<file path="config.mk">
export PLATFORM = sky130hd
export DESIGN_NAME = mts_ctrl
export DESIGN_NICKNAME = d
export VERILOG_FILES = /design/src/rtl/mts_pkg.sv /design/src/rtl/mts_ctrl.sv
export SDC_FILE = /design/constraint.sdc
export NUM_CORES = 1
export LEC_CHECK = 0
export BUFFER_PORTS_ARGS = -buffer_cell sky130_fd_sc_hd__buf_2
export CAP_MARGIN = 20
export CORE_MARGIN = 8
export CORE_UTILIZATION = 30
export DETAILED_ROUTE_END_ITERATION = 7
export HOLD_SLACK_MARGIN = 0.08
export PLACE_DENSITY = 0.57
export REMOVE_ABC_BUFFERS = 1
export SLEW_MARGIN = 0
export SYNTH_ARGS = -nofsm -noshare
export SYNTH_HDL_FRONTEND = slang
export SYNTH_SLANG_ARGS = --single-unit
</file>
<file path="constraint.sdc">
create_clock -name i_clk -period 8 [get_ports i_clk]
set_clock_uncertainty 0.05 [all_clocks]
set_input_delay 1.6 -clock i_clk [delete_from_list [all_inputs] [get_ports i_clk]]
set_output_delay 1.6 -clock i_clk [all_outputs]
set_load 0.01 [all_outputs]
</file>
<file path="src/rtl/mts_pkg.sv">
// Types and constants for the min-tracking stack
package mts_pkg;

    localparam int unsigned VALUE_W    = 32;
    localparam int unsigned STATUS_W   = 2;
    localparam int unsigned IN_DATA_W  = 32;
    localparam int unsigned OUT_DATA_W = 72;
    localparam int unsigned OUT_PAD_W  = OUT_DATA_W - 2 * VALUE_W - 1 - STATUS_W;

    typedef enum logic {
        REQ_PUSH = 1'b0,
        REQ_POP  = 1'b1
    } t_req;

    typedef enum logic [STATUS_W-1:0] {
        ST_OK    = 2'd0,
        ST_FULL  = 2'd1,
        ST_EMPTY = 2'd2
    } t_status;

    typedef enum logic {
        S_IDLE,
        S_LOAD
    } t_state;

endpackage

</file>
<file path="src/rtl/mts_ctrl.sv">
// Stack control: counters, cached tops, RAM access sequencing and output word register
module mts_ctrl
    import mts_pkg::*;
#(
    parameter int unsigned DEPTH = 256
) (
    input  logic                     i_clk,
    input  logic                     i_rst_n,
    input  logic                     i_s_tvalid,
    output logic                     o_s_tready,
    input  logic [IN_DATA_W-1:0]     i_s_tdata,
    input  logic                     i_s_tuser,
    output logic                     o_m_tvalid,
    input  logic                     i_m_tready,
    output logic [OUT_DATA_W-1:0]    o_m_tdata,
    output logic                     o_val_we,
    output logic [$clog2(DEPTH)-1:0] o_val_waddr,
    output logic [VALUE_W-1:0]       o_val_wdata,
    output logic [$clog2(DEPTH)-1:0] o_val_raddr,
    input  logic [VALUE_W-1:0]       i_val_rdata,
    output logic                     o_min_we,
    output logic [$clog2(DEPTH)-1:0] o_min_waddr,
    output logic [VALUE_W-1:0]       o_min_wdata,
    output logic [$clog2(DEPTH)-1:0] o_min_raddr,
    input  logic [VALUE_W-1:0]       i_min_rdata
);

    localparam int unsigned AW = $clog2(DEPTH);
    localparam int unsigned CW = $clog2(DEPTH + 1);
    localparam logic [CW-1:0] FULL_CNT = CW'(DEPTH);

    t_state               r_state, n_state;
    logic [CW-1:0]        r_vcnt, n_vcnt;
    logic [CW-1:0]        r_mcnt, n_mcnt;
    logic [VALUE_W-1:0]   r_top, n_top;
    logic [VALUE_W-1:0]   r_min, n_min;
    logic                 r_min_pop, n_min_pop;
    logic                 r_out_valid, n_out_valid;
    logic [VALUE_W-1:0]   r_out_top, n_out_top;
    logic [VALUE_W-1:0]   r_out_min, n_out_min;
    logic                 r_out_empty, n_out_empty;
    t_status              r_out_status, n_out_status;

    logic                 accept;
    logic                 out_load;
    t_req                 req;
    logic [VALUE_W-1:0]   push_val;
    logic [CW-1:0]        vcnt_m2;
    logic [CW-1:0]        mcnt_m2;
    logic                 min_push;

    assign req      = t_req'(i_s_tuser);
    assign push_val = i_s_tdata[VALUE_W-1:0];
    assign o_s_tready = (r_state == S_IDLE) && (!r_out_valid || i_m_tready);
    assign accept   = i_s_tvalid && o_s_tready;
    assign vcnt_m2  = r_vcnt - CW'(2);
    assign mcnt_m2  = r_mcnt - CW'(2);
    assign min_push = (r_mcnt == '0) || ($signed(push_val) <= $signed(r_min));

    // next state
    always_comb begin
        n_state = r_state;
        unique case (r_state)
            S_IDLE: begin
                if (accept && req == REQ_POP && r_vcnt != '0) begin
                    n_state = S_LOAD;
                end
            end
            S_LOAD: begin
                n_state = S_IDLE;
            end
            default: begin
                n_state = S_IDLE;
            end
        endcase
    end

    // datapath and RAM control
    always_comb begin
        n_vcnt       = r_vcnt;
        n_mcnt       = r_mcnt;
        n_top        = r_top;
        n_min        = r_min;
        n_min_pop    = r_min_pop;
        out_load     = 1'b0;
        n_out_top    = r_out_top;
        n_out_min    = r_out_min;
        n_out_empty  = r_out_empty;
        n_out_status = r_out_status;
        o_val_we     = 1'b0;
        o_val_waddr  = r_vcnt[AW-1:0];
        o_val_wdata  = push_val;
        o_val_raddr  = vcnt_m2[AW-1:0];
        o_min_we     = 1'b0;
        o_min_waddr  = r_mcnt[AW-1:0];
        o_min_wdata  = push_val;
        o_min_raddr  = mcnt_m2[AW-1:0];

        unique case (r_state)
            S_IDLE: begin
                if (accept) begin
                    if (req == REQ_PUSH) begin
                        if (r_vcnt == FULL_CNT) begin
                            out_load     = 1'b1;
                            n_out_top    = r_top;
                            n_out_min    = r_min;
                            n_out_empty  = 1'b0;
                            n_out_status = ST_FULL;
                        end else begin
                            o_val_we = 1'b1;
                            n_vcnt   = r_vcnt + CW'(1);
                            n_top    = push_val;
                            if (min_push) begin
                                o_min_we = 1'b1;
                                n_mcnt   = r_mcnt + CW'(1);
                                n_min    = push_val;
                            end
                            out_load     = 1'b1;
                            n_out_top    = push_val;
                            n_out_min    = min_push ? push_val : r_min;
                            n_out_empty  = 1'b0;
                            n_out_status = ST_OK;
                        end
                    end else begin
                        if (r_vcnt == '0) begin
                            out_load     = 1'b1;
                            n_out_top    = '0;
                            n_out_min    = '0;
                            n_out_empty  = 1'b1;
                            n_out_status = ST_EMPTY;
                        end else begin
                            // new tops come back from the RAMs next cycle
                            n_vcnt    = r_vcnt - CW'(1);
                            n_min_pop = (r_top == r_min);
                            if (r_top == r_min) begin
                                n_mcnt = r_mcnt - CW'(1);
                            end
                        end
                    end
                end
            end
            S_LOAD: begin
                n_top = i_val_rdata;
                if (r_min_pop) begin
                    n_min = i_min_rdata;
                end
                out_load     = 1'b1;
                n_out_empty  = (r_vcnt == '0);
                n_out_top    = (r_vcnt == '0) ? '0 : i_val_rdata;
                n_out_min    = (r_vcnt == '0) ? '0 : (r_min_pop ? i_min_rdata : r_min);
                n_out_status = ST_OK;
            end
            default: begin
                out_load = 1'b0;
            end
        endcase

        if (out_load) begin
            n_out_valid = 1'b1;
        end else if (i_m_tready) begin
            n_out_valid = 1'b0;
        end else begin
            n_out_valid = r_out_valid;
        end
    end

    always_ff @(posedge i_clk) begin
        if (!i_rst_n) begin
            r_state     <= S_IDLE;
            r_vcnt      <= '0;
            r_mcnt      <= '0;
            r_min_pop   <= 1'b0;
            r_out_valid <= 1'b0;
        end else begin
            r_state     <= n_state;
            r_vcnt      <= n_vcnt;
            r_mcnt      <= n_mcnt;
            r_min_pop   <= n_min_pop;
            r_out_valid <= n_out_valid;
        end
    end

    always_ff @(posedge i_clk) begin
        r_top        <= n_top;
        r_min        <= n_min;
        r_out_top    <= n_out_top;
        r_out_min    <= n_out_min;
        r_out_empty  <= n_out_empty;
        r_out_status <= n_out_status;
    end

    assign o_m_tvalid = r_out_valid;
    assign o_m_tdata  = {{OUT_PAD_W{1'b0}}, r_out_status, r_out_empty, r_out_min, r_out_top};

endmodule

</file>
### Yosys cells after proc, flatten, opt, wreduce, memory -nomap -nowiden

Cells that the tools add are included.

* bits in registers: 152
* input bits: 101
* output and inout port bits: 172
* logic and storage cells: 98

* add/subtract/negate cells: 6
* order comparisons: 1
* equal/unequal tests: 8
* mux-type cells: 53
* bitwise gates (word level): 2
* reduce and logical (&&, ||, !) cells: 17

Operator list (number)
* $mux W32: 15
* $pmux W32 S2: 4
* $mux W9: 8
* $eq A32 B32 Y1: 1
* $le A32 B32 Y1: 1
* $mux W1: 19
* $add A9 B1 Y9 const B: 2
* $logic_not A9 Y1: 2
* $sub A9 B1 Y9 const B: 2
* $sub A8 B2 Y8 const B: 2
* $eq A9 B9 Y1 const B: 1
* $reduce_bool A9 Y1: 1
* $ne A2 B2 Y1 const B: 4
* $reduce_and A4 Y1: 2
* $mux W2: 3
* $pmux W1 S2: 3
* $reduce_and A6 Y1: 1
* $logic_and A1 B1 Y1: 4
* $pmux W2 S2: 1
* $reduce_and A2 Y1: 2
* $reduce_bool A2 Y1: 2
* $ne A3 B2 Y1 const B: 1
* $logic_or A1 B1 Y1: 2
* $ne A2 B1 Y1 const B: 1
* 2 further kinds: 3

### Longest topological paths before layout

* word-level depth: 8
* gate-level depth with buffers: 11
* depth with buffers taken out: 10

### Worst setup path before layout

OpenSTA, ideal clock, no wires.

* path kind: in2reg
* start: input i_m_tready
* end: register r_min[0] (enable)
* setup time: 499 ps
* arrival: 5150 ps
* required time: 7451 ps
* path slack: 2300 ps
* stages on the path: 4
* cells stage by stage: inv_1 > a21oi_1 > nand2_1 > o21bai_1

* longest elaborated chain between the ends: 5

Ends and longest elaborated chain
* from (decl): line mts_ctrl.sv:14 `input logic i_m_tready,`
* $logic_or A1 B1 Y1: line mts_ctrl.sv:54 `assign o_s_tready = (r_state == S_IDLE) && (!r_out_valid || i_m_tready);`
* $logic_and A1 B1 Y1: line mts_ctrl.sv:54
* named net o_s_tready: line mts_ctrl.sv:10 `output logic o_s_tready,`
* $logic_and A1 B1 Y1: line mts_ctrl.sv:55 `assign accept = i_s_tvalid && o_s_tready;`
* $ne A2 B2 Y1 (no source line)
* $reduce_and A2 Y1 (no source line)
* to (signal assigned): line mts_ctrl.sv:185 `r_min <= n_min;`
* to (decl): line mts_ctrl.sv:36 `logic [VALUE_W-1:0] r_min, n_min;`

The timed path passes the listed nets, and every way through them passes these cells.
A chain may end at the register's enable or synchronous reset.

### Worst setup path in the final report

* start: input i_s_tdata[7]
* end: output o_min_we

* longest elaborated chain between the ends: 7

Ends and longest elaborated chain
* from (decl): line mts_ctrl.sv:11 `input logic [IN_DATA_W-1:0] i_s_tdata,`
* $le A32 B32 Y1: line mts_ctrl.sv:58 `assign min_push = (r_mcnt == '0) || ($signed(push_val) <= $signed(r_min));`
* $logic_or A1 B1 Y1: line mts_ctrl.sv:58
* $mux W1: line mts_ctrl.sv:113 `if (min_push) begin`
* $mux W1: line mts_ctrl.sv:103 `if (r_vcnt == FULL_CNT) begin`
* $mux W1: line mts_ctrl.sv:102 `if (req == REQ_PUSH) begin`
* $mux W1: line mts_ctrl.sv:101 `if (accept) begin`
* $mux W1: line mts_ctrl.sv:99 `unique case (r_state)`
* to (decl): line mts_ctrl.sv:21 `output logic o_min_we,`

Every way passes these cells.

==> flow_summary.ini <==
[outcome]
outcome = complete, no violations

[synth]
synthFlopType = edfxtp_1
avgSynthCellArea_um2 = 11.1
ys_warn_count = 0
async_reset_ff_share_pct = 0
synthTopCellsByArea = edfxtp_1 40%, mux2i_1 17%, buf_4 6.8%, ha_1 6.2%, dfxtp_1 4.3%
yosys.area.top_type = edfxtp_1
ys_seq_elements = 152
netlist_area_um2 = 9750
synth_top_area_share_pct = 40.3
seq_area_frac_synth_pct = 44.6
synth_edf_count = 131
synthCells = 882
ys_types = 54

[sta]
tns_ps = 0
worstMarginPinSlew_ps = 758
finalCritPeriodShare_pct = 68.7
fin_crit_ps = 5490
holdWs_ps = 441
grt_setup_unrepaired = false
max_freq_mhz = 182
setup_viol = 0
hold_viol = 0
drv_slew = 0
slew-limit-headroom_pct = 49.0

[min_path]
min_from = r_mcnt[8]$_SDFFE_PN0P_
hold_path_class = reg2reg

[cts]
cts_tree = built
ctsHtreeMaxLevel = 4
cts_hold_buf = 0
clockBufferDepth = 2
clk_pin_slew_worst_paths_ps = 60
clockRootBuffer = clkbuf_16
postCtsSetupRepairBufs = 0
cts.sinks = 152
cts_resized = 0
clk_latency_ps = 430
cts_buffers = 17

[floorplan]
rows = 66
initial_core_util_pct = 30.2
die_width_um = 196
pin_count = 273
die_area_um2 = 38500
die_height_um = 196
fp.coreArea_um2 = 32300

[critical_path]
crit_fanout = 5
critPathTopFamily = compound AO/OA/AOI/OAI gates
critPathBufInv = 2
start_kind = input pin
crit_path_top_delay_cell = a221oi_1
cpPeakStageDelay_ps = 580
path_cells = buf_2 > ha_1 > a21oi_1 > o21ai_0 > a221oi_1 > nor3_2 > o211ai_1 > nand3_2 > nor3_1 > buf_2
cp-startpoint = i_s_tdata[7]
cp_data_arrival_time_ps = 3840
crit_type = in2out
crit_top_cell = buf_2
cp-end-kind = primary output
crit_required_ps = 6350
r2r-start = r_min[25]$_DFFE_PP_

[finish]
multi_input_area_um2 = 4320
layout.area.seq_um2 = 4360
fill_cells = 3288
fin_util_pct = 35.8
areaGrowthSynthToFinish_pct = 18.4
drive_gt1_share_pct = 30.5
final_cell_mix = 267 x buf_2, 161 x mux2i_1, 131 x edfxtp_1
finish.instance_area_um2 = 11500
nets = 1208
layout_commonest_cell = buf_2

[power]
sw_frac_of_total_pct = 38.6
power_mw = 3.76
powerDensity_nw_per_um2 = 325
power_frac_seq_pct = 36.2
combPwrFrac_pct = 42.2
ir_worst_vdd_v = 0.000209
internal_power_mw = 2.31
p_clk_share_pct = 21.6
leakage_nw = 4.71
p_switching_mw = 1.45

[routing]
drtAntennaViolNets = 0
firstDrtPassIters = 4
via_count = 7084
drc_errors = 0
vias_per_cell = 4.68
wire_per_inst_um = 19.4
wl_mm = 29.3
drt_iter0_drc = 324

[global_routing]
grt_usage_pct = 15.0
grt_pass1_wl_mm = 44.4
grt_pass1_vias = 7626
grt_max_degree = 55
antenna_found_initial = 6
globalRouteOverflowTotal = 0

[placement]
placed_area_um2 = 10900
gp_congestion = 0.799
portBuffers = 267
dpl.hpwl_mm = 21.2

[flow_run]
maxCapViolCount = 0
-- metal layers --
layer,GRT usage (%),vias to the layer above,wire length (µm)
li1,-,3472,-
met1,18.7,3388,13200
met2,25.0,190,14100
met3,4.75,24,1710
met4,3.28,10,265
met5,0,-,59
-- flip-flops by register name (all words and copies together) (netlist names) --
register	flops
r_state	1
r_out_status	2
r_mcnt	9
r_min_pop	1
r_top	32
r_out_min	32
r_vcnt	9
r_out_empty	1
r_min	32
o_m_tvalid	1
r_out_top	32
-- final timing paths --
kind	endpoint	slack (ps)	cells after the start
min	r_mcnt[8]$_SDFFE_PN0P_	440	2
max	o_min_we	2510	10
max reg2reg	r_out_min[17]$_DFFE_PP_	4400	11
min reg2reg	r_mcnt[8]$_SDFFE_PN0P_	440	2
-- cell usage after synthesis (17+ instances only) --
| master | n |
|---|---|
| a21oi_1 | 22 |
| buf_4 | 88 |
| clkbuf_1 | 26 |
| dfxtp_1 | 21 |
| edfxtp_1 | 131 |
| ha_1 | 48 |
| inv_1 | 80 |
| mux2i_1 | 161 |
| nand2_1 | 31 |
| o21ai_0 | 25 |
| o22ai_1 | 64 |
| xnor2_1 | 17 |
| xor2_1 | 40 |
-- metrics by stage --
step | cells | setup WS (ps)
after floorplan | 760 | 1140
after global placement | 1479 | 2420
after detailed placement | 1479 | 2440
after CTS | 1511 | 2430
after global routing | 1513 | 2350
final | 1513 | 2510
-- cell type report --
| type | count | area share (%) |
|---|---|---|
| Clock inverter | 13 | 1.26 |
| Multi-Input combinational cell | 528 | 37.4 |
| Antenna cell | 1 | 0.0217 |
| Clock buffer | 19 | 3.75 |
| Inverter | 80 | 2.60 |
| Timing Repair Buffer | 278 | 12.4 |
| Sequential cell | 152 | 37.8 |
| Tap cell | 442 | 4.79 |
-- cells by family after synthesis --
logic type	after synthesis	share of synthesized area, %
other	1	0.0385
DFF	152	44.6
adders and majority gates	50	6.57
and+or+nand+nor	118	6.80
muxes	161	16.5
xor gates and xnor gates	57	5.12
AOI/OAI and AO/OA	137	8.70
buffers and inverters	206	11.6
-- worst register-to-register path: stages, from the launching register on --
cell	delay, ps
edfxtp_1	440
inv_1	80
ha_1	240
a21oi_1	140
nor2_1	60
a211oi_1	420
o211ai_1	260
or3b_1	440
nand3_2	110
buf_4	580
mux2i_1	370
o22ai_1	130
-- power by group through the flow --
stage	clock network, mW	logic [mW]	registers, mW
final	0.811	1.59	1.36
after global routing	0.873	1.76	1.39
after CTS	0.842	1.62	1.36
after detailed placement	0	1.61	1.38
after global placement	0	1.59	1.37
after floorplan	0	0.937	1.43
(Power assumes the default switching activity.)
